--- config.mk ---
export PLATFORM = sky130hd
export DESIGN_NAME = bpq_ctrl
export DESIGN_NICKNAME = d
export VERILOG_FILES = /design/src/hw/rtl/bpq_pkg.sv /design/src/hw/rtl/bpq_ctrl.sv
export SDC_FILE = /design/constraint.sdc
export NUM_CORES = 1
export LEC_CHECK = 0
export BUFFER_PORTS_ARGS = -buffer_cell sky130_fd_sc_hd__buf_2
export CAP_MARGIN = 20
export CELL_PAD_IN_SITES_DETAIL_PLACEMENT = 0
export CELL_PAD_IN_SITES_GLOBAL_PLACEMENT = 1
export CORE_AREA = 4 4 41 43
export DETAILED_ROUTE_END_ITERATION = 8
export DIE_AREA = 0 0 45 47
export GPL_ROUTABILITY_DRIVEN = 0
export PLACE_DENSITY = 0.63
export SLEW_MARGIN = 10
export SYNTH_ARGS = -nofsm -noshare
export SYNTH_HDL_FRONTEND = slang
export SYNTH_SLANG_ARGS = --single-unit
export TNS_END_PERCENT = 20
--- constraint.sdc ---
create_clock -name clk -period 1.54 [get_ports clk]
set_input_delay 0.154 -clock clk [delete_from_list [all_inputs] [get_ports clk]]
set_output_delay 0.154 -clock clk [all_outputs]
set_load 0.03 [all_outputs]
--- src/hw/rtl/bpq_pkg.sv ---
// ----------------------------------------------------------------------------
// bpq_pkg
// Shared types and codes for the bucketed priority queue.
// ----------------------------------------------------------------------------
package bpq_pkg;

  localparam logic [2:0] ST_PUSHED    = 3'd0;
  localparam logic [2:0] ST_POPPED    = 3'd1;
  localparam logic [2:0] ST_RETRY     = 3'd2;
  localparam logic [2:0] ST_EXHAUSTED = 3'd3;
  localparam logic [2:0] ST_FULL      = 3'd4;
  localparam logic [2:0] ST_RANGE     = 3'd5;

  localparam int KEY_W  = 8;
  localparam int ID_W   = 24;
  localparam int PART_W = 4;
  localparam int OCC_W  = 13;

  typedef enum logic [3:0] {
    S_IDLE,
    S_PUSH_RD,
    S_PUSH_WR,
    S_POP_SCAN,
    S_POP_RD,
    S_POP_WR,
    S_DONE
  } state_t;

  // controller -> datapath
  typedef struct packed {
    logic load;       // capture request word
    logic push_rd;    // read free link / bucket info
    logic push_wr;    // commit push
    logic scan_step;  // look at current bucket, advance pointer
    logic pop_rd;     // read head entry
    logic pop_wr;     // commit pop
    logic fin;        // emit result
  } cmd_t;

  // datapath -> controller
  typedef struct packed {
    logic is_pop;
    logic push_reject;
    logic pop_empty;
    logic scan_hit;
    logic scan_end;
  } stat_t;

endpackage

--- src/hw/rtl/bpq_ctrl.sv ---
// ----------------------------------------------------------------------------
// bpq_ctrl
// Request sequencer: push, pop scan, pop and result strobe.
// ----------------------------------------------------------------------------
module bpq_ctrl (
  input  logic           clk,
  input  logic           rst,
  input  logic           start,
  output logic           busy,
  input  bpq_pkg::stat_t stat,
  output bpq_pkg::cmd_t  cmd
);
  import bpq_pkg::*;

  state_t state, state_next;

  always_ff @(posedge clk) begin
    if (rst) begin
      state <= S_IDLE;
    end else begin
      state <= state_next;
    end
  end

  always_comb begin
    state_next = state;
    unique case (state)
      S_IDLE: begin
        if (start) state_next = S_PUSH_RD;
      end
      S_PUSH_RD: begin
        // first cycle after capture decides the route
        if (stat.is_pop) begin
          state_next = stat.pop_empty ? S_DONE : S_POP_SCAN;
        end else begin
          state_next = stat.push_reject ? S_DONE : S_PUSH_WR;
        end
      end
      S_PUSH_WR:  state_next = S_DONE;
      S_POP_SCAN: begin
        if (stat.scan_hit) state_next = S_POP_RD;
        else if (stat.scan_end) state_next = S_DONE;
      end
      S_POP_RD:   state_next = S_POP_WR;
      S_POP_WR:   state_next = S_DONE;
      S_DONE:     state_next = S_IDLE;
      default:    state_next = S_IDLE;
    endcase
  end

  always_comb begin
    cmd = '0;
    busy = (state != S_IDLE);
    unique case (state)
      S_IDLE:     cmd.load = start;
      S_PUSH_RD:  cmd.push_rd = 1'b1;
      S_PUSH_WR:  cmd.push_wr = 1'b1;
      S_POP_SCAN: cmd.scan_step = 1'b1;
      S_POP_RD:   cmd.pop_rd = 1'b1;
      S_POP_WR:   cmd.pop_wr = 1'b1;
      S_DONE:     cmd.fin = 1'b1;
      default:    cmd = '0;
    endcase
  end
endmodule

==> results of run 1 <==
cell families (layout without fill, tap and decap cells):
| kind of cell | count (synthesis) | in the layout | synth area share (%) |
|---|---|---|---|
| buffers and inverters | 4 | 20 | 8.24 |
| multiplexers | 1 | 1 | 4.94 |
| flip-flops | 3 | 3 | 26.4 |
| AND/OR/NAND/NOR | 14 | 14 | 36.8 |
| AO/OA/AOI/OAI | 6 | 6 | 23.6 |
per-stage QoR:
stage | instance area, um^2 | utilization, % | hold slack [ns] | setup slack, ns
2_1_floorplan | 230 | - | 0.227 | 0.0782
3_3_place_gp | 309 | 23.8 | 0.394 | 0.226
3_5_place_dp | 309 | 23.8 | 0.394 | 0.203
4_1_cts | 335 | 25.8 | 0.143 | 0.0152
5_1_grt | 338 | 26.0 | 0.145 | 0.00475
6_report | 338 | 26.0 | 0.153 | 0.0925
layout make-up:
cell class / instances / area [um^2]
Timing Repair Buffer: 15 / 75.1
Inverter: 1 / 3.75
Clock buffer: 4 / 26.3
Sequential cell: 3 / 62.6
Tap cell: 15 / 18.8
Fill cell: 162 / 963
Multi-Input combinational cell: 21 / 151
layer usage:
metal	global-route usage [%]	routed length [um]	up-vias
met4	7.02	0	0
met3	3.83	42	0
met2	8.76	253	10
li1	-	-	135
met5	0	0	-
met1	9.32	304	109
cells in the final DEF (no fill, tap or decap):
cell type | synthesis | final
mux2_1 | 1 | 1
nor3b_1 | 2 | 2
clkbuf_4 | 0 | 3
nor3_1 | 3 | 3
dfxtp_2 | 0 | 2
dfxtp_1 | 3 | 1
inv_1 | 1 | 1
or3b_1 | 1 | 1
nor2_2 | 0 | 1
a211oi_1 | 2 | 2
a21o_1 | 2 | 2
a2111oi_2 | 1 | 1
and3b_1 | 2 | 2
nand2_1 | 1 | 1
clkbuf_1 | 0 | 1
buf_2 | 3 | 15
and2_1 | 1 | 1
nor2_1 | 3 | 2
a2111oi_0 | 1 | 1
or3_1 | 1 | 1
worst paths after layout:
path	end	cells past startpoint	slack, ns	start
worst max-delay path	cmd[6]	3	0.09	state[0]
worst min-delay path	state[1]	2	0.15	rst
worst max register to register	state[0]	3	0.20	state[2]
worst min register to register	state[1]	1	0.56	state[1]
critical path, cell delays in order (launching register included):
cell and delay, ns:
dfxtp_2 0.36, or3_1 0.42, nor2_2 0.09, buf_2 0.19
power groups by stage:
stage	Combinational (mW)	Clock, mW	Sequential [mW]
after floorplan	0.171	0	0.0995
after global placement	0.185	0	0.133
after detailed placement	0.185	0	0.133
after CTS	0.186	0.147	0.132
after global routing	0.199	0.159	0.140
final	0.183	0.137	0.134
==> results by group, run 1 <==
Run status
  • Status: completed

Cells and area
  • Inserted Diodes: 0
  • Share of layout cells above drive strength 1: between 50% and 60%
  • Nets: 53
  • Most flop-heavy register: state
  • Largest regs: state: 3 flops
  • P&R area growth vs syn: 48.4%
  • Non-Filler Instances: just under 60
  • Max reg flops: 3

Power
  • Leak pwr: 0.178 nW
  • Combinational Power Share: approximately two fifths
  • Pwr Total: 454 uW
  • Psw: approximately 190 uW
  • Internal Pwr Total: ~260 uW
  • P per Cell Area: around 1300 nW/um^2
  • Peak supply drop: between 300 and 400 uV
  • Reg power frac: between 20% and 30%
  • Switching share of power: ~42%
  • Clock network power share: a little under a third

STA
  • Final TNS setup: 0 ns
  • Slew Viols, Final: 0
  • # setup viols final: 0
  • Worst rel slew slack: approximately four fifths
  • Final worst-path cycle share: 94.0%
  • Final hold violation count: 0
  • Worst Tran Pin Value: approximately 0.32 ns
  • Fin crit period: between 1 and 1.5 ns
  • FMAX: 691 MHz
  • Clock skew: 0.000747 ns
  • RSZ-0062 raised after global routing: false

Run
  • Max cap viols: 0

Critical path
  • WS Path Type: flip-flop to output pin
  • Crit path max fanout: 11
  • Worst Path Required: 1.39 ns
  • WP data arrival: 1.29 ns
  • Worst setup SP type: flip-flop
  • CP endpoint kind: output pin

Clock tree
  • CTS Buf Count: 3
  • Worst-case clock buffer depth: 2
  • Root Driver: clkbuf_4
  • Sink Count: 3
  • Clk slew on worst S/H paths: ~0.04 ns
  • CTS tree: built
  • Hold buffers post-CTS: 0
  • Post-CTS Setup Repair Bufs: 0
  • Post-cts sizing count: 0
  • Clk_lat worst skew: roughly 0.23 ns
  • H-tree Lvls: 1

Floorplanning
  • Area of the die: 2120 um^2
  • Core area: roughly 1300 um^2
  • Starting Density: between 10% and 20%
  • Rows: 13
  • Die H: ~47 um
  • IO Count: 16
  • Die width: about 45 um

Placement
  • Placed Instances: 55
  • Post-DP HPWL: around 460 um
  • Port bufs: 15

Synthesis
  • Yosys cell types: 16
  • Top FF cell, synth: dfxtp_1
  • Post-synth EDFFs: 0
  • Yosys reg bits: 3
  • Mapped Area: between 200 and 250 um^2
  • Syn nets: 36
  • Sequential area share after synthesis: 26.4%
  • Post-synthesis async set-or-reset flop share: 0%
  • Syn_area_per_cell: slightly above 8 um^2
  • Top cells by count, synth: 3 x buf_2, 3 x dfxtp_1, 3 x nor2_1, 3 x nor3_1
  • Synth top area share: 26.4%
  • Ranking of synthesized cells by area: dfxtp_1 26%, and3b_1 7.7%, buf_2 6.6%
  • Mapped Cells: 28
  • Post-synth top area cell: dfxtp_1
  • Synth Warn #: 0

Detailed routing
  • Initial drt markers: 6
  • Drt pass-1 iters: 2
  • DRC Markers: 0
  • Routed WL: ~600 um
  • Vias per cell: 4.31
  • Final antenna-violating net count: 0
  • Vias: between 200 and 300
  • WL/cell: approximately 10 um

Hold path
  • Hold WC Path Type: input port to flip-flop

Global routing
  • GRT Util Overall: 7.42%
  • Vias in the first global route: 247
  • Initial antenna violation count: 0
  • Overflow after GRT: 0
  • Largest net degree at the start of global routing: 13
  • First-pass GRT wire length: ~1100 um
Power figures use the tool's default switching activity.
==> run 2: changes to the inputs <==
- PLACE_DENSITY: 0.63 -> unset
- PLACE_DENSITY_LB_ADDON: unset -> 0.05
==> results by group, run 2 (synthesis gave the netlist of run 1 again) <==
Run status
  • Status: completed

Critical path
  • CP max-delay cell: or3_1
  • Worst Path Required: ~1.4 ns
  • WP data arrival: between 1 and 1.5 ns
  • CP endpoint kind: output pin
  • R2R setup slack: 0.24 ns
  • Worst setup SP type: flip-flop
  • WS Path Type: flip-flop to output pin
  • Crit path max fanout: 11
  • Max stage delay on crit path: a little over 0.4 ns
  • Critical path, cell by cell: or3_1 -> nor2_2 -> buf_2

Placement
  • Port bufs: 15
  • Post-DP HPWL: approximately 530 um
  • Post-Place Worst Slack: 0.238 ns

Floorplanning
  • Core area: 1300 um^2
  • Die H: around 47 um
  • IO Count: 16
  • Die width: about 45 um
  • Starting Density: between 15 and 20%
  • Area of the die: 2120 um^2
  • Rows: 13

Clock tree
  • Worst-case clock buffer depth: 2
  • Sink Count: 3
  • CTS tree: built
  • Clk slew on worst S/H paths: roughly 0.04 ns
  • H-tree Lvls: 1
  • Root Driver: clkbuf_4
  • Clk_lat worst skew: about 0.23 ns
  • CTS Buf Count: 3
  • Post-CTS Setup Repair Bufs: 0

STA
  • Worst Tran Pin Value: 0.332 ns
  • Final hold violation count: 0
  • Final Worst Setup Slack: between 0.1 and 0.15 ns
  • Worst rel slew slack: between 70% and 80%
  • FMAX: between 600 and 700 MHz
  • Slew Viols, Final: 0
  • # setup viols final: 0
  • Final TNS setup: 0 ns
  • Fin crit period: around 1.4 ns
  • Worst hold slack: ~0.14 ns
  • Clock skew: approximately 0.00096 ns
  • RSZ-0062 raised after global routing: false
  • Final worst-path cycle share: between 90% and 100%

Detailed routing
  • Initial drt markers: 2
  • Vias: 271
  • WL/cell: 11.8 um
  • Vias per cell: 4.52
  • DRC Markers: 0
  • Final antenna-violating net count: 0
  • Routed WL: just over 700 um
  • Drt pass-1 iters: 3

Global routing
  • Vias in the first global route: about 230
  • GRT Util Overall: roughly 7.5%
  • Initial antenna violation count: 0
  • Overflow after GRT: 0
  • First-pass GRT wire length: slightly above 1000 um
  • Largest net degree at the start of global routing: 12

Power
  • Peak supply drop: 360 uV
  • P per Cell Area: approximately 1400 nW/um^2
  • Leak pwr: 0.183 nW

Cells and area
  • Share of layout cells above drive strength 1: between 50% and 60%
  • Inserted Diodes: 0
  • Nets: 54
  • Layout fillers: between 150 and 200
  • Most flop-heavy register: state
  • Largest regs: state: 3 flops
  • P&R area growth vs syn: 51.6%
  • Max reg flops: 3
  • Commonest non-fill, non-tap cell in the layout: buf_2
  • Most frequent cells in the layout: 15 x buf_2, 3 x nor3_1, 3 x clkbuf_4

Run
  • Max cap viols: 0

Hold path
  • Hold WC Path Type: input port to flip-flop
-- run 2: cell types whose count changed in the layout (fill, tap and decap cells not counted) --
cell | before | now
buf_4 | 0 | 1
-- run 2: layout make-up --
cell class | count | area, um^2 | share of cell area [%]
multi-input combinational | 21 | 151 | 43.8
timing repair buffer | 16 | 82.6 | 23.9
sequential | 3 | 62.6 | 18.1
clock buffer | 4 | 26.3 | 7.61
tap | 15 | 18.8 | 5.43
inverter | 1 | 3.75 | 1.09
-- run 2: metrics by stage --
| step | instances | utilization (%) | cell area (um^2) | power [mW] |
|---|---|---|---|---|
| CTS | 60 | 26.3 | 343 | 0.474 |
| detailed placement | 56 | 24.3 | 317 | 0.329 |
| global route | 60 | 26.5 | 345 | 0.514 |
| global placement | 56 | 24.3 | 317 | 0.329 |
| finish | 60 | 26.5 | 345 | 0.468 |
| floorplan | 28 | - | 230 | 0.270 |
-- run 2: final timing paths --
check	start	cells past startpoint	endpoint
setup / recovery	state[0]	3	cmd[6]
hold / removal	rst	2	state[1]
setup reg to reg	state[2]	3	state[0]
hold reg to reg	state[1]	1	state[1]
-- run 2: critical path: cells and delay by family (launching register included) --
kind / cells / cell delay, ns
and+or+nand+nor: 2 / 0.49
buffers and inverters: 1 / 0.19
DFF: 1 / 0.37
-- run 2: layer usage --
| metal | track usage [%] | share of wire [%] | vias to the layer above |
|---|---|---|---|
| li1 | - | - | 139 |
| met5 | 0 | 0 | - |
| met1 | 9.05 | 45 | 115 |
| met3 | 2.30 | 10 | 2 |
| met2 | 8.76 | 42 | 15 |
| met4 | 10.5 | 2.8 | 0 |
-- run 2: what timing repair did --
item	4_1_cts	5_1_grt
hold buffers	0	0
setup endpoints to repair	0	1
hold endpoints to repair	0	0
resized for setup	0	2
-- run 2: report_power, final --
part	internal (mW)	switching [mW]	total (mW)
clock network	0.0972	0.0425	0.140
registers	0.0956	0.0306	0.126
logic	0.0764	0.126	0.202
total	0.269	0.199	0.468
